$ cat src/rtl/dsfp_pkg.sv
// Shared constants and types of the delimited signed field frame parser
`timescale 1ns / 1ps

package dsfp_pkg;

    localparam logic [7:0] CH_START = 8'h24;
    localparam logic [7:0] CH_SEP   = 8'h2C;
    localparam logic [7:0] CH_END   = 8'h26;
    localparam logic [7:0] CH_MINUS = 8'h2D;
    localparam logic [7:0] CH_ZERO  = 8'h30;
    localparam logic [7:0] CH_NINE  = 8'h39;

    localparam logic [2:0] MAX_FIELDS = 3'd4;

    localparam logic [2:0] IDX_DISTANCE    = 3'd0;
    localparam logic [2:0] IDX_DIRECTION   = 3'd1;
    localparam logic [2:0] IDX_ORIENTATION = 3'd2;
    localparam logic [2:0] IDX_FLAG        = 3'd3;

    typedef struct packed {
        logic [7:0] distance;
        logic [7:0] direction;
        logic [7:0] orientation;
        logic       leaving_flag;
        logic [2:0] fields_seen;
    } t_result;

endpackage

$ cat src/rtl/dsfp_parse.sv
// Byte parser: frame state, field accumulator and held field values
`timescale 1ns / 1ps

module dsfp_parse
    import dsfp_pkg::*;
(
    input  logic       i_clk,
    input  logic       i_rst_n,
    input  logic       i_accept,
    input  logic [7:0] i_rx_byte,
    output logic       o_res_valid,
    output t_result    o_res
);

    logic       r_in_frame, n_in_frame;
    logic [2:0] r_field_index, n_field_index;
    logic [7:0] r_accum, n_accum;
    logic       r_is_negative, n_is_negative;
    logic       r_digits_started, n_digits_started;
    logic       r_digits_stopped, n_digits_stopped;
    logic [7:0] r_held_distance, n_held_distance;
    logic [7:0] r_held_direction, n_held_direction;
    logic [7:0] r_held_orientation, n_held_orientation;
    logic       r_held_flag, n_held_flag;

    logic       is_digit;
    logic [7:0] digit_value;
    logic [7:0] accum_times_ten;
    logic [7:0] field_value;
    logic [2:0] index_after_store;
    logic       do_store;

    assign is_digit        = (i_rx_byte >= CH_ZERO) && (i_rx_byte <= CH_NINE);
    assign digit_value     = i_rx_byte - CH_ZERO;
    assign accum_times_ten = {r_accum[4:0], 3'b000} + {r_accum[6:0], 1'b0};
    assign field_value     = r_is_negative ? (8'd0 - r_accum) : r_accum;
    assign index_after_store = (r_field_index < MAX_FIELDS) ? (r_field_index + 3'd1)
                                                            : r_field_index;
    assign do_store = i_accept && r_in_frame
                   && ((i_rx_byte == CH_SEP) || (i_rx_byte == CH_END));

    always_comb begin
        n_in_frame         = r_in_frame;
        n_field_index      = r_field_index;
        n_accum            = r_accum;
        n_is_negative      = r_is_negative;
        n_digits_started   = r_digits_started;
        n_digits_stopped   = r_digits_stopped;
        n_held_distance    = r_held_distance;
        n_held_direction   = r_held_direction;
        n_held_orientation = r_held_orientation;
        n_held_flag        = r_held_flag;
        o_res_valid        = 1'b0;

        if (do_store) begin
            unique case (r_field_index)
                IDX_DISTANCE:    n_held_distance    = field_value;
                IDX_DIRECTION:   n_held_direction   = field_value;
                IDX_ORIENTATION: n_held_orientation = field_value;
                IDX_FLAG:        n_held_flag        = (field_value != 8'd0);
                default: ;
            endcase
        end

        if (i_accept) begin
            priority if (i_rx_byte == CH_START) begin
                n_in_frame       = 1'b1;
                n_field_index    = 3'd0;
                n_accum          = 8'd0;
                n_is_negative    = 1'b0;
                n_digits_started = 1'b0;
                n_digits_stopped = 1'b0;
            end else if (!r_in_frame) begin
            end else if ((i_rx_byte == CH_SEP) || (i_rx_byte == CH_END)) begin
                n_field_index    = index_after_store;
                n_accum          = 8'd0;
                n_is_negative    = 1'b0;
                n_digits_started = 1'b0;
                n_digits_stopped = 1'b0;
                if (i_rx_byte == CH_END) begin
                    n_in_frame    = 1'b0;
                    n_field_index = 3'd0;
                    o_res_valid   = 1'b1;
                end
            end else if (r_digits_stopped) begin
            end else if (is_digit) begin
                n_accum          = accum_times_ten + digit_value;
                n_digits_started = 1'b1;
            end else if ((i_rx_byte == CH_MINUS) && !r_digits_started && !r_is_negative) begin
                n_is_negative = 1'b1;
            end else begin
                n_digits_stopped = 1'b1;
            end
        end

        o_res.distance     = n_held_distance;
        o_res.direction    = n_held_direction;
        o_res.orientation  = n_held_orientation;
        o_res.leaving_flag = n_held_flag;
        o_res.fields_seen  = index_after_store;
    end

    always_ff @(posedge i_clk) begin
        if (!i_rst_n) begin
            r_in_frame         <= 1'b0;
            r_field_index      <= 3'd0;
            r_accum            <= 8'd0;
            r_is_negative      <= 1'b0;
            r_digits_started   <= 1'b0;
            r_digits_stopped   <= 1'b0;
            r_held_distance    <= 8'd0;
            r_held_direction   <= 8'd0;
            r_held_orientation <= 8'd0;
            r_held_flag        <= 1'b0;
        end else begin
            r_in_frame         <= n_in_frame;
            r_field_index      <= n_field_index;
            r_accum            <= n_accum;
            r_is_negative      <= n_is_negative;
            r_digits_started   <= n_digits_started;
            r_digits_stopped   <= n_digits_stopped;
            r_held_distance    <= n_held_distance;
            r_held_direction   <= n_held_direction;
            r_held_orientation <= n_held_orientation;
            r_held_flag        <= n_held_flag;
        end
    end

endmodule

$ cat src/rtl/dsfp_out.sv
// Result register with a skid stage toward the output channel
`timescale 1ns / 1ps

module dsfp_out
    import dsfp_pkg::*;
(
    input  logic    i_clk,
    input  logic    i_rst_n,
    input  logic    i_res_valid,
    input  t_result i_res,
    input  logic    i_stall,
    output logic    o_full,
    output logic    o_valid,
    output t_result o_res
);

    logic    r_valid;
    logic    r_skid_valid;
    t_result r_res;
    t_result r_skid;
    logic    take;

    assign take    = r_valid && !i_stall;
    assign o_valid = r_valid;
    assign o_res   = r_res;
    assign o_full  = r_skid_valid;

    always_ff @(posedge i_clk) begin
        if (!i_rst_n) begin
            r_valid      <= 1'b0;
            r_skid_valid <= 1'b0;
        end else if (r_skid_valid) begin
            if (take) begin
                r_valid      <= 1'b1;
                r_skid_valid <= 1'b0;
            end
        end else if (!r_valid || take) begin
            r_valid <= i_res_valid;
        end else if (i_res_valid) begin
            r_skid_valid <= 1'b1;
        end
    end

    always_ff @(posedge i_clk) begin
        if (r_skid_valid) begin
            if (take) begin
                r_res <= r_skid;
            end
        end else if (!r_valid || take) begin
            if (i_res_valid) begin
                r_res <= i_res;
            end
        end else if (i_res_valid) begin
            r_skid <= i_res;
        end
    end

endmodule

$ cat src/rtl/delimited_signed_field_frame_parser_unit.sv
// Top level of the delimited signed field frame parser
//
//   channel | direction | handshake          | payload
//   --------+-----------+--------------------+-----------------------------------------
//   input   | in        | i_valid / o_stall  | i_rx_byte
//   output  | out       | o_valid / i_stall  | o_distance o_direction o_orientation
//           |           |                    | o_leaving_flag o_fields_seen
//
// One byte per cycle while o_stall is low; a frame's result is registered on its '&'.
// The byte update (multiply by ten, add digit, compares) sits before one state register.
// Reset is synchronous, active low, and clears frame state and held values to zero.
// A stalled result holds in the output register; one more result fits in the skid
// stage, and o_stall rises only while that stage is occupied.
`timescale 1ns / 1ps

module delimited_signed_field_frame_parser_unit
    import dsfp_pkg::*;
(
    input  logic              i_clk,
    input  logic              i_rst_n,
    input  logic              i_valid,
    output logic              o_stall,
    input  logic [7:0]        i_rx_byte,
    output logic              o_valid,
    input  logic              i_stall,
    output logic [7:0]        o_distance,
    output logic signed [7:0] o_direction,
    output logic signed [7:0] o_orientation,
    output logic              o_leaving_flag,
    output logic [2:0]        o_fields_seen
);

    logic    accept;
    logic    res_valid;
    t_result res;
    t_result out_res;
    logic    out_full;

    assign accept  = i_valid && !o_stall;
    assign o_stall = out_full;

    dsfp_parse u_parse (
        .i_clk       (i_clk),
        .i_rst_n     (i_rst_n),
        .i_accept    (accept),
        .i_rx_byte   (i_rx_byte),
        .o_res_valid (res_valid),
        .o_res       (res)
    );

    dsfp_out u_out (
        .i_clk       (i_clk),
        .i_rst_n     (i_rst_n),
        .i_res_valid (res_valid),
        .i_res       (res),
        .i_stall     (i_stall),
        .o_full      (out_full),
        .o_valid     (o_valid),
        .o_res       (out_res)
    );

    assign o_distance     = out_res.distance;
    assign o_direction    = $signed(out_res.direction);
    assign o_orientation  = $signed(out_res.orientation);
    assign o_leaving_flag = out_res.leaving_flag;
    assign o_fields_seen  = out_res.fields_seen;

endmodule

$ cat config.mk
export PLATFORM = sky130hd
export DESIGN_NAME = delimited_signed_field_frame_parser_unit
export DESIGN_NICKNAME = d
export VERILOG_FILES = /design/src/rtl/dsfp_pkg.sv /design/src/rtl/dsfp_parse.sv /design/src/rtl/dsfp_out.sv /design/src/rtl/delimited_signed_field_frame_parser_unit.sv
export SDC_FILE = /design/constraint.sdc
export NUM_CORES = 1
export LEC_CHECK = 0
export ABC_AREA = 1
export BUFFER_PORTS_ARGS = -buffer_cell sky130_fd_sc_hd__buf_4
export CORE_AREA = 8 8 93 104
export CTS_CLUSTER_SIZE = 24
export DETAILED_ROUTE_END_ITERATION = 16
export DIE_AREA = 0 0 101 112
export GPL_ROUTABILITY_DRIVEN = 1
export PLACE_DENSITY = 0.88
export SYNTH_ARGS = -nofsm -noshare
export SYNTH_HDL_FRONTEND = slang
export SYNTH_SLANG_ARGS = --single-unit
$ cat constraint.sdc
create_clock -name i_clk -period 8.5 [get_ports i_clk]
set_input_delay 1.275 -clock i_clk [delete_from_list [all_inputs] [get_ports i_clk]]
set_output_delay 1.275 -clock i_clk [all_outputs]
set_load 0.02 [all_outputs]
==> metrics.md, run 1 <==
| Metric | Value |
|---|---|
| Worst Hold End | u_parse.r_digits_started |
| Share of layout cells above drive strength 1 | 14.5% |
| Post-synthesis mux area share | 0% |
| Initial antenna violation count | 0 |
| Dpl hpwl | 6.77 mm |
| Placed cell count | 659 |
| Final WL | 9.60 mm |
| Gr ovfl total | 0 |
| Worst path cell trace | buf_4, inv_2, fa_1, inv_1, ha_1, ha_1, fa_1, nand3_1, nand2_1, nand2_1, nand2_1, nand2_1, nand2_1, inv_1, nor2_1, nor2_1, nor2_1 |
| Cell Area, Synth | 4630 um^2 |
| Core area | 8060 um^2 |
| Number of max-cap violations | 0 |
| Power Dens Cells | 159 nW/um^2 |
| PortBufs | 41 |
| Final setup vio count | 0 |
| Crit end category | register |
| R2r worst-path depth | 16 |
| Slowest stage delay, CP | 0.52 ns |
| Largest family of logic cells by synthesized area | simple AND/OR/NAND/NOR gates |
| Worst EP required | 8.74 ns |
| Routed Antenna Nets | 0 |
| Rows | 35 |
| Total power | 0.835 mW |
| Fin crit share | 39.4% |
| Hold Startpoint | u_parse.r_digits_started |
| CTS max path bufs | 2 |
| Fmax | 0.299 GHz |
| RePlAce Congestion | 0.870 |
| CP max FO | 4 |
| Final Skew | 0.0110 ns |
| Worst endpoint data arrival time | 3.59 ns |
| Final Core Density | 65.1% |
| Clk pwr share | 37.6% |
| Min-Delay Path Depth | 2 |
| Hold Worst Slack | 0.473 ns |
| XOR/XNOR Fraction of Synth Area | 0.378% |
| Iter 0 DRT Violations | 294 |
| Post-route insts no fill | 675 |
| Startpoint types | input pin |
| Area growth syn-to-layout | 13.3% |
| Most frequent cells in the layout | nand2_1 (151), edfxtp_1 (56), nor2_1 (49) |
| Syn Area/Cell | 8.97 um^2 |
| Crit-path most repeated cell | nand2_1 |
| Switch Pwr | 0.189 mW |
| Number of global-route vias before repair | 3,500 |
| Final Hold Vio Count | 0 |
| Largest net degree at the start of global routing | 56 |
| Clk Latency, worst-skew pair | 0.38 ns |
| Post-synthesis compound-gate area fraction | 9.49% |
| Worst-Margin Slew | 1.08 ns |
| VDD IR max | 74.4 uV |
| Class of the worst hold path | reg2reg |
| CTS Buf Count | 9 |
| First-pass GRT wire length | 16.0 mm |
| Post-synthesis sequential area ratio | 54.5% |
| Clock transition at the registers of the reported paths | 0.09 ns |
| Leading area contributor after synthesis | edfxtp_1 |
| Reg2reg start | u_parse.r_accum[0] |
| Slew HR | 27.8% |
| DIE AREA | 11,300 um^2 |
| Drc violations | 0 |
| Htree depth | 3 |
| Die H | 112 um |
| Post-CTS setup buffers | 0 |
| Minimum clock period | 3.35 ns |
| Setup TNS Final | 0 ns |
| Post-synth cell types | 32 |
| R2R setup slack | 5.45 ns |
| Ys Warns | 0 |
| Synth Area in Adders | 6.49% |
| Via count of the routed design | 3,646 |
| # hold bufs at CTS | 0 |
| Critical path type | in2reg |
| Clock tree sinks | 98 |
| Combinational Power Share | 3.1% |
| Synth Instances | 516 |
| Most common cell after layout, fill and taps aside | nand2_1 |
| Switch share | 22.6% |
| Max stage delay cell, worst path | fa_1 |
| Reg2Reg Capture Point | u_parse.r_accum[7] |
| Status | finished clean |
| Initial core utilization | 57.4% |
| Vias per inst | 5.40 |
| I/O pin total | 42 |
| RSZ-0062 raised after global routing | false |
| GRT Resource Usage Total | 17.7% |
| Wirelength per Cell | 14.2 um |
| Final nets | 592 |
| Simple-gate share of the synthesized area | 23.4% |
| Leakage | 2.24 nW |
| Max Slew Vio Count | 0 |
| CTS tree | done |
| Ant. Diodes | 0 |
| Root buf cell | clkbuf_8 |
| Drt pass-1 iters | 5 |
| Pint | 0.647 mW |
| Top cell type's share of synthesized area | 36.3% |
| Die Width | 101 um |
| Syn Nets | 549 |
| Seq pwr share | 59.3% |
| Synthesized flop and latch total | 98 |
| Synth area leaders | edfxtp_1 (36%), dfxtp_1 (18%), nand2_1 (12%) |
| Post-CTS Resized | 0 |
power by group through the flow:
stage	Sequential, mW	Combinational, mW	Clock [mW]
final	0.495	0.0261	0.314
after global routing	0.495	0.0296	0.334
after CTS	0.495	0.0260	0.313
after detailed placement	0.506	0.0259	0
after global placement	0.506	0.0246	0
after floorplan	0.506	0.0168	0
kinds of logic (layout without fill, tap and decap cells):
kind of cell    after synthesis  after routing
compound gates               80             80
xor+xnor                      2              2
fa+ha+maj                    21             21
buf+inv                      62            110
flops                        98             98
simple gates                253            253
worst max-delay path, delay by kind of cell:
| family | cells | cell delay (ns) |
|---|---|---|
| buffers and inverters | 4 | 0.23 |
| AND/OR/NAND/NOR | 9 | 0.65 |
| adder cells (fa/ha/maj) | 4 | 1.44 |
per-layer routing:
metal  share of wire [%]  up-vias  global-route usage, %
li1                    -     1823                      -
met1                  41     1681                   20.5
met2                  50      120                   30.0
met3                 6.2       22                   3.62
met4                 3.0        0                   9.05
met5                   0        -                      0
synthesized netlist by cell type:
master and count:
nand2_4 3, or2_2 1, nand3_1 34, buf_6 2, clkbuf_1 8, inv_1 44, edfxtp_1 56, nor2_4 2
nor2_1 49, clkinv_4 3, a211oi_1 1, nand2_1 151, inv_4 1, ha_1 16, nor4_1 1, nand3_2 4
nor4b_1 1, inv_2 4, o22ai_1 2, xor2_1 1, o21bai_1 1, a21oi_1 39, nand4_1 1, nand2_2 3
dfxtp_1 42, fa_1 5, o21ai_1 2, a31oi_1 25, nor2_2 2, nand3b_1 1, o21ai_0 10, xnor2_1 1
through the flow:
stage          setup slack [ns]  cell area (um^2)
2_1_floorplan              3.54              4630
3_3_place_gp               4.88              5040
3_5_place_dp               4.80              5040
4_1_cts                    5.19              5240
5_1_grt                    5.00              5240
6_report                   5.15              5240
worst max path at each step:
stage | startpoint | endpoint | slack [ns] | cells after the start
6_report | i_rx_byte[3] | u_parse.r_accum[7] | 5.15 | 17
5_1_grt | i_rx_byte[3] | u_parse.r_accum[7] | 5.00 | 17
4_1_cts | i_rx_byte[3] | u_parse.r_accum[7] | 5.19 | 17
3_5_place_dp | i_rx_byte[3] | u_parse.r_accum[7] | 4.80 | 17
3_3_place_gp | i_rx_byte[3] | u_parse.r_accum[7] | 4.88 | 17
2_1_floorplan | i_rx_byte[6] | u_out.r_skid[0] | 3.54 | 5
registers in the layout, summed over array words and instances (netlist names):
| signal | cells |
|---|---|
| u_out.o_res | 28 |
| u_out.r_skid | 28 |
| u_parse.r_accum | 8 |
| u_parse.r_held_direction | 8 |
| u_parse.r_held_distance | 8 |
| u_parse.r_held_orientation | 8 |
| u_parse.r_field_index | 3 |
| u_out.o_full | 1 |
| u_out.o_valid | 1 |
| u_parse.r_digits_started | 1 |
| u_parse.r_digits_stopped | 1 |
| u_parse.r_held_flag | 1 |
| u_parse.r_in_frame | 1 |
| u_parse.r_is_negative | 1 |
layout make-up:
| class | count | area, um^2 |
|---|---|---|
| flip-flops and latches | 98 | 2520 |
| well taps | 111 | 139 |
| clock inverters | 7 | 83.8 |
| inverters | 52 | 213 |
| repair buffers | 42 | 315 |
| fillers | 648 | 2810 |
| multi-input cells | 356 | 1850 |
| clock buffers | 9 | 124 |
(Power assumes the default switching activity.)
==> inputs of run 2 (changes only) <==
- ABC_AREA: 1 -> 0
- CORE_AREA: 8 8 93 104 -> 8 8 94 104
- DIE_AREA: 0 0 101 112 -> 0 0 102 112
- PLACE_DENSITY: 0.88 -> 0.87
- clock period: 8.5 -> 3.5 ns (I/O delays scaled with it)
==> metrics.md, run 2 <==
| Metric | Value |
|---|---|
| Status | finished clean (unchanged) |
| Max Slew Vio Count | 0 (unchanged) |
| Clock transition at the registers of the reported paths | 0.10 ns (was 0.09 ns) |
| Slowest stage delay, CP | 0.58 ns (was 0.52 ns) |
| First-pass GRT wire length | 14.4 mm (was 16.0 mm) |
| R2R setup slack | 0.47 ns (was 5.45 ns) |
| Class of the worst hold path | in2reg (was reg2reg) |
| Clk Latency, worst-skew pair | 0.37 ns (was 0.38 ns) |
| Area growth syn-to-layout | 13.0% (was 13.3%) |
| Synth Instances | 410 (was 516) |
| Final WL | 8.50 mm (was 9.60 mm) |
| Final Hold Vio Count | 0 (unchanged) |
| Post-synth cell types | 48 (was 32) |
| Startpoint types | register (was input pin) |
| Synth Flop Type | edfxtp_1 (unchanged) |
| Ys Warns | 0 (unchanged) |
| DIE AREA | 11,400 um^2 (was 11,300 um^2) |
| Via count of the routed design | 3,019 (was 3,646) |
| Routed Antenna Nets | 0 (unchanged) |
| Number of max-cap violations | 0 (unchanged) |
| CP max FO | 10 (was 4) |
| Post-synthesis sequential area ratio | 54.7% (was 54.5%) |
| Most common cell after layout, fill and taps aside | edfxtp_1 (was nand2_1) |
| Initial antenna violation count | 0 (unchanged) |
| Fin crit share | 86.5% |
| Total power | 1.96 mW (was 0.835 mW) |
| Reg2Reg Capture Point | u_parse.r_accum[7] (unchanged) |
| Worst EP required | 3.80 ns (was 8.74 ns) |
| Root buf cell | clkbuf_8 (unchanged) |
| Leading area contributor after synthesis | edfxtp_1 (unchanged) |
| GRT Resource Usage Total | 15.9% (was 17.7%) |
| Iter 0 DRT Violations | 165 (was 294) |
| Final nets | 480 (was 592) |
| Cell Area, Synth | 4610 um^2 (was 4630 um^2) |
| EDFF count, synth | 56 (unchanged) |
| Post-CTS setup buffers | 0 (unchanged) |
| CTS Buf Count | 9 (unchanged) |
| Wirelength per Cell | 15.1 um (was 14.2 um) |
| VDD IR max | 185 uV (was 74.4 uV) |
| Power Dens Cells | 377 nW/um^2 (was 159 nW/um^2) |
| Min-Delay Path Depth | 2 (unchanged) |
| Kind of cell adding the most delay to the critical path | adder cells (unchanged) |
| Post-CTS Resized | 0 (unchanged) |
| Top cell type's share of synthesized area | 36.4% (was 36.3%) |
| Final Skew | 0.0208 ns (was 0.0110 ns) |
| Die H | 112 um (unchanged) |
| Htree depth | 3 (unchanged) |
| Reg2reg start | u_parse.r_accum[2] (was u_parse.r_accum[0]) |
| Clock tree sinks | 98 (unchanged) |
| Synth top cells by count | edfxtp_1 (56), dfxtp_1 (42), inv_1 (40) (was nand2_1 (151), edfxtp_1 (56), nor2_1 (49)) |
| PortBufs | 41 (unchanged) |
| Number of global-route vias before repair | 2,992 (was 3,500) |
| Worst path cell trace | inv_1, fa_1, inv_1, ha_1, ha_1, fa_1, a21o_1, a21oi_1, xnor2_1, nand4_1, o21ai_0 (was buf_4, inv_2, fa_1, inv_1, ha_1, ha_1, fa_1, nand3_1, nand2_1, nand2_1, nand2_1, nand2_1, nand2_1, inv_1, nor2_1, nor2_1, nor2_1) |
| Most common cell in the netlist | edfxtp_1 (was nand2_1) |
| Initial core utilization | 56.7% (was 57.4%) |
| Most frequent cells in the layout | edfxtp_1 (56), buf_4 (45), dfxtp_1 (42) (was nand2_1 (151), edfxtp_1 (56), nor2_1 (49)) |
| Setup TNS Final | 0 ns (unchanged) |
| R2r worst-path depth | 11 (was 16) |
| Share of layout cells above drive strength 1 | 19.5% (was 14.5%) |
| Drc violations | 0 (unchanged) |
| Crit end category | register (unchanged) |
| Worst-Margin Slew | 0.821 ns (was 1.08 ns) |
| Syn Nets | 443 (was 549) |
| Rows | 35 (unchanged) |
| Core area | 8150 um^2 (was 8060 um^2) |
| Final Core Density | 64.0% (was 65.1%) |
| Max stage delay cell, worst path | dfxtp_1 (was fa_1) |
| Final setup vio count | 0 (unchanged) |
| Fmax | 0.330 GHz |
| Gr ovfl total | 0 (unchanged) |
| Die Width | 102 um (was 101 um) |
| I/O pin total | 42 (unchanged) |
| Largest net degree at the start of global routing | 57 (was 56) |
| Post-synth ARST share | 0% (unchanged) |
| CTS max path bufs | 2 (unchanged) |
| Worst Hold End | u_out.o_full (was u_parse.r_digits_started) |
| Drt pass-1 iters | 4 (was 5) |
| Worst endpoint data arrival time | 3.33 ns (was 3.59 ns) |
| Vias per inst | 5.36 (was 5.40) |
| Ant. Diodes | 0 (unchanged) |
| Minimum clock period | 3.03 ns |
| Synthesized flop and latch total | 98 (unchanged) |
| RePlAce Congestion | 0.868 (was 0.870) |
| Leakage | 2.30 nW (was 2.24 nW) |
| Hold Startpoint | i_stall (was u_parse.r_digits_started) |
| Syn Area/Cell | 11.3 um^2 (was 8.97 um^2) |
| Synth area leaders | edfxtp_1 (36%), dfxtp_1 (18%), mux2i_1 (4.8%) (was edfxtp_1 (36%), dfxtp_1 (18%), nand2_1 (12%)) |
| Bufs and invs on worst path | 2 (was 4) |
| # hold bufs at CTS | 0 (unchanged) |
| CTS tree | done (unchanged) |
| Critical path type | reg2reg (was in2reg) |
| RSZ-0062 raised after global routing | false (unchanged) |
| Slew HR | 45.2% (was 27.8%) |
| Dpl hpwl | 6.00 mm (was 6.77 mm) |
==> run 2: cell types whose count changed after synthesis, sizes merged, moves of 8 or more <==
cell / change
nand2: -119
nor2: -42
nand3: -29
a21oi: -26
a31oi: -22
mux2i: +22
nor2b: +21
o21ai: +15
mux2: +10
a21boi: +9
inv: -9
xnor2: +9
clkbuf: +8
nand2b: +8
==> run 2: worst max path at each step <==
| stage | start | to | cells past startpoint |
|---|---|---|---|
| floorplan | i_rx_byte[6] | u_out.o_res[0] | 4 |
| detailed placement | i_rx_byte[3] | u_parse.r_accum[7] | 12 |
| global route | u_parse.r_accum[2] | u_parse.r_accum[7] | 11 |
| CTS | u_parse.r_accum[2] | u_parse.r_accum[7] | 11 |
| finish | u_parse.r_accum[2] | u_parse.r_accum[7] | 11 |
| global placement | i_rx_byte[3] | u_parse.r_accum[7] | 12 |
==> run 2: stage by stage <==
stage / area, um^2 / setup slack (ns) / hold WS [ns] / instances
detailed placement: 5020 / 0.408 / 0.487 / 547
finish: 5220 / 0.471 / 0.447 / 563
floorplan: 4610 / 0.0986 / 0.451 / 410
global placement: 5020 / 0.541 / 0.484 / 547
CTS: 5220 / 0.487 / 0.439 / 563
global route: 5220 / 0.296 / 0.450 / 563
==> run 2: layout make-up <==
class / count / area, um^2
Multi-Input combinational cell: 253 / 1870
Timing Repair Buffer: 45 / 338
Fill cell: 634 / 2930
Sequential cell: 98 / 2520
Clock inverter: 7 / 70.1
Tap cell: 111 / 139
Clock buffer: 9 / 124
Inverter: 40 / 150
==> run 2: per-layer routing <==
layer / routed length (um) / global-route usage [%] / vias up
met5: 0 / 0 / -
met4: 233 / 8.33 / 0
met3: 329 / 3.50 / 19
met2: 4230 / 25.2 / 71
met1: 3710 / 19.4 / 1430
li1: - / - / 1499
==> run 2: power breakdown <==
part / internal [mW] / switching [mW]
clock network: 0.276 / 0.420
logic: 0.0298 / 0.0349
registers: 1.20 / 0.000304
==> run 2: logic make-up after synthesis <==
logic type	count (synthesis)	share of synthesized area, %
compound gates	66	9.30
mux	32	7.21
xor+xnor	14	2.96
fa+ha+maj	21	6.51
simple gates	120	14.5
flops	98	54.7
buf+inv	59	4.91
==> run 2: worst register-to-register path, delay by kind of cell (launching register included) <==
family / cells / cell delay, ns
AO/OA/AOI/OAI: 3 / 0.49
AND/OR/NAND/NOR: 1 / 0.12
flip-flops: 1 / 0.58
XOR/XNOR: 1 / 0.16
buffers and inverters: 2 / 0.20
adder cells (fa/ha/maj): 4 / 1.42
==> inputs of run 3 (changes only) <==
- BUFFER_PORTS_ARGS: -buffer_cell sky130_fd_sc_hd__buf_4 -> default
- CORE_AREA: 8 8 94 104 -> 8 8 93 103
- DIE_AREA: 0 0 102 112 -> 0 0 101 111
- DONT_BUFFER_PORTS: default -> 1
- PLACE_DENSITY: 0.87 -> 0.75
==> metrics.md, run 3 (synthesis results as in run 2) <==
| Metric | Value |
|---|---|
| Status | finished clean (unchanged) |
| Clk Latency, worst-skew pair | 0.37 ns (about the same) |
| Wirelength per Cell | 15.9 um (was 15.1 um) |
| Slew HR | 44.1% (was 45.2%) |
| Combinational Power Share | 2.0% (was 3.3%) |
| Gr ovfl total | 0 (unchanged) |
| Worst EP required | 3.80 ns (about the same) |
| Post-CTS setup buffers | 0 (unchanged) |
| # hold bufs at CTS | 0 (unchanged) |
| Htree depth | 3 (unchanged) |
| Core area | 7830 um^2 (was 8150 um^2) |
| R2r worst-path depth | 11 (unchanged) |
| Drc violations | 0 (unchanged) |
| Kind of cell adding the most delay to the critical path | adder cells (unchanged) |
| CP max FO | 10 (unchanged) |
| Register Area | 2520 um^2 (about the same) |
| Setup TNS Final | 0 ns (unchanged) |
| Worst setup path endpoint | u_parse.r_accum[7] (unchanged) |
| I/O pin total | 42 (unchanged) |
| Root buf cell | clkbuf_8 (unchanged) |
| Bufs and invs on worst path | 2 (unchanged) |
| Most common cell after layout, fill and taps aside | edfxtp_1 (unchanged) |
| Number of global-route vias before repair | 2,790 (was 2,992) |
| Rows | 34 (was 35) |
| GRT Resource Usage Total | 15.4% (was 15.9%) |
| Worst path cell trace | inv_1, fa_1, inv_1, ha_1, ha_1, fa_1, a21o_1, a21oi_1, xnor2_1, nand4_1, o21ai_0 (unchanged) |
| Initial antenna violation count | 0 (unchanged) |
| Final Core Density | 62.9% (was 64.0%) |
| RSZ-0062 raised after global routing | false (unchanged) |
| Die Width | 101 um (was 102 um) |
| Fin crit share | 84.9% (was 86.5%) |
| Critical path type | reg2reg (unchanged) |
| CTS Buf Count | 9 (unchanged) |
| Max stage delay cell, worst path | dfxtp_1 (unchanged) |
| Most frequent cells in the layout | edfxtp_1 (56), dfxtp_1 (41), inv_1 (40) (was edfxtp_1 (56), buf_4 (45), dfxtp_1 (42)) |
| Slowest stage delay, CP | 0.59 ns (was 0.58 ns) |
| CTS tree | done (unchanged) |
| Worst-Margin Slew | 0.838 ns (was 0.821 ns) |
| Clock tree sinks | 98 (unchanged) |
| Hold Startpoint | i_rst_n (was i_stall) |
| CTS max path bufs | 2 (unchanged) |
| Stages on worst setup path | 11 (unchanged) |
| Post-CTS Resized | 0 (unchanged) |
| Routed Antenna Nets | 0 (unchanged) |
| Final Hold Vio Count | 0 (unchanged) |
| Area growth syn-to-layout | 6.64% (was 13.0%) |
| Final nets | 438 (was 480) |
| Leakage | 2.11 nW (was 2.30 nW) |
| RePlAce Congestion | 0.883 (was 0.868) |
| Via count of the routed design | 2,852 (was 3,019) |
| Die H | 111 um (was 112 um) |
| Reg2reg start | u_parse.r_accum[2] (unchanged) |
| VDD IR max | 219 uV (was 185 uV) |
| Seq pwr share | 59.7% (was 61.2%) |
| Largest net degree at the start of global routing | 57 (unchanged) |
| Dpl hpwl | 5.81 mm (was 6.00 mm) |
| Worst setup startpoint | u_parse.r_accum[2] (unchanged) |
| Clock transition at the registers of the reported paths | 0.10 ns (about the same) |
| Reg2Reg Capture Point | u_parse.r_accum[7] (unchanged) |
| Vias per inst | 5.51 (was 5.36) |
| First-pass GRT wire length | 13.6 mm (was 14.4 mm) |
| Number of max-cap violations | 0 (unchanged) |
| Minimum clock period | 2.97 ns (was 3.03 ns) |
| PortBufs | 0 (was 41) |
| Multi-input gate area | 1870 um^2 (unchanged) |
| Worst endpoint data arrival time | 3.27 ns (was 3.33 ns) |
| Switch share | 21.9% (was 23.2%) |
| Fmax | 0.337 GHz (was 0.330 GHz) |
| Initial core utilization | 59.0% (was 56.7%) |
| Number of fill cells in the layout | 651 (was 634) |
| Pint | 1.57 mW (was 1.51 mW) |
| Drt pass-1 iters | 4 (unchanged) |
| Hold Worst Slack | 0.280 ns (was 0.447 ns) |
| Max Slew Vio Count | 0 (unchanged) |
| Final setup vio count | 0 (unchanged) |
| Power Dens Cells | 410 nW/um^2 (was 377 nW/um^2) |
| Crit end category | register (unchanged) |
| Final Skew | 0.0127 ns (was 0.0208 ns) |
| Iter 0 DRT Violations | 162 (was 165) |
| Clk pwr share | 38.3% (was 35.5%) |
| Class of the worst hold path | in2reg (unchanged) |
| Switch Pwr | 0.442 mW (was 0.455 mW) |
| Startpoint types | register (unchanged) |
| DIE AREA | 11,200 um^2 (was 11,400 um^2) |
| Share of layout cells above drive strength 1 | 11.5% (was 19.5%) |
| Final WL | 8.23 mm (was 8.50 mm) |
| Ant. Diodes | 0 (unchanged) |
| R2R setup slack | 0.53 ns (was 0.47 ns) |
## run 3: cell types whose count changed in the layout (fill, tap and decap cells not counted)
cell | before | now
dfxtp_1 | 42 | 41
dfxtp_2 | 0 | 1
inv_8 | 1 | 2
clkinv_4 | 2 | 1
bufinv_16 | 0 | 1
inv_6 | 2 | 1
buf_4 | 45 | 3
## run 3: area by class of cell
type                            count  area share [%]
Sequential cell                    98            51.3
Multi-Input combinational cell    253            38.0
Inverter                           40            3.05
Tap cell                          108            2.75
Clock buffer                        9            2.52
Clock inverter                      7            1.91
Timing Repair Buffer                3           0.458
## run 3: power by group through the flow
stage / Sequential (mW) / Combinational, mW / Clock, mW
global route: 1.20 / 0.0450 / 0.838
detailed placement: 1.23 / 0.0405 / 0
global placement: 1.23 / 0.0392 / 0
floorplan: 1.23 / 0.0426 / 0
CTS: 1.20 / 0.0407 / 0.789
finish: 1.20 / 0.0405 / 0.773
## run 3: per-layer routing
metal / share of wire [%] / up-vias / track usage, % / routed length, um
met3: 4.0 / 15 / 4.02 / 332
met1: 44 / 1364 / 18.7 / 3640
met2: 50 / 65 / 25.3 / 4100
met4: 1.8 / 0 / 6.07 / 149
met5: 0 / - / 0 / 0
li1: - / 1408 / - / -
## run 3: how the worst min path moves through the flow
stage                                     to  slack, ns  cells after the start
floorplan           u_parse.r_digits_stopped       0.45                      2
global placement          u_parse.r_accum[5]       0.49                      2
detailed placement  u_parse.r_digits_started       0.50                      1
CTS                 u_parse.r_field_index[0]       0.26                      1
global route        u_parse.r_field_index[0]       0.26                      1
finish                    u_parse.r_in_frame       0.28                      1
## run 3: stage by stage
stage	cell area [um^2]	power [mW]	std cells	setup WS [ns]
global placement	4700	1.27	502	0.664
floorplan	4610	1.27	410	0.0986
global route	4920	2.09	518	0.296
detailed placement	4700	1.27	502	0.586
finish	4920	2.02	518	0.530
CTS	4920	2.03	518	0.560
## run 3: worst reg2reg max path, stage by stage, from the launching register on
cell and delay, ns:
dfxtp_1 0.59, inv_1 0.14, fa_1 0.50, inv_1 0.04
ha_1 0.29, ha_1 0.23, fa_1 0.40, a21o_1 0.19
a21oi_1 0.17, xnor2_1 0.14, nand4_1 0.11, o21ai_0 0.11
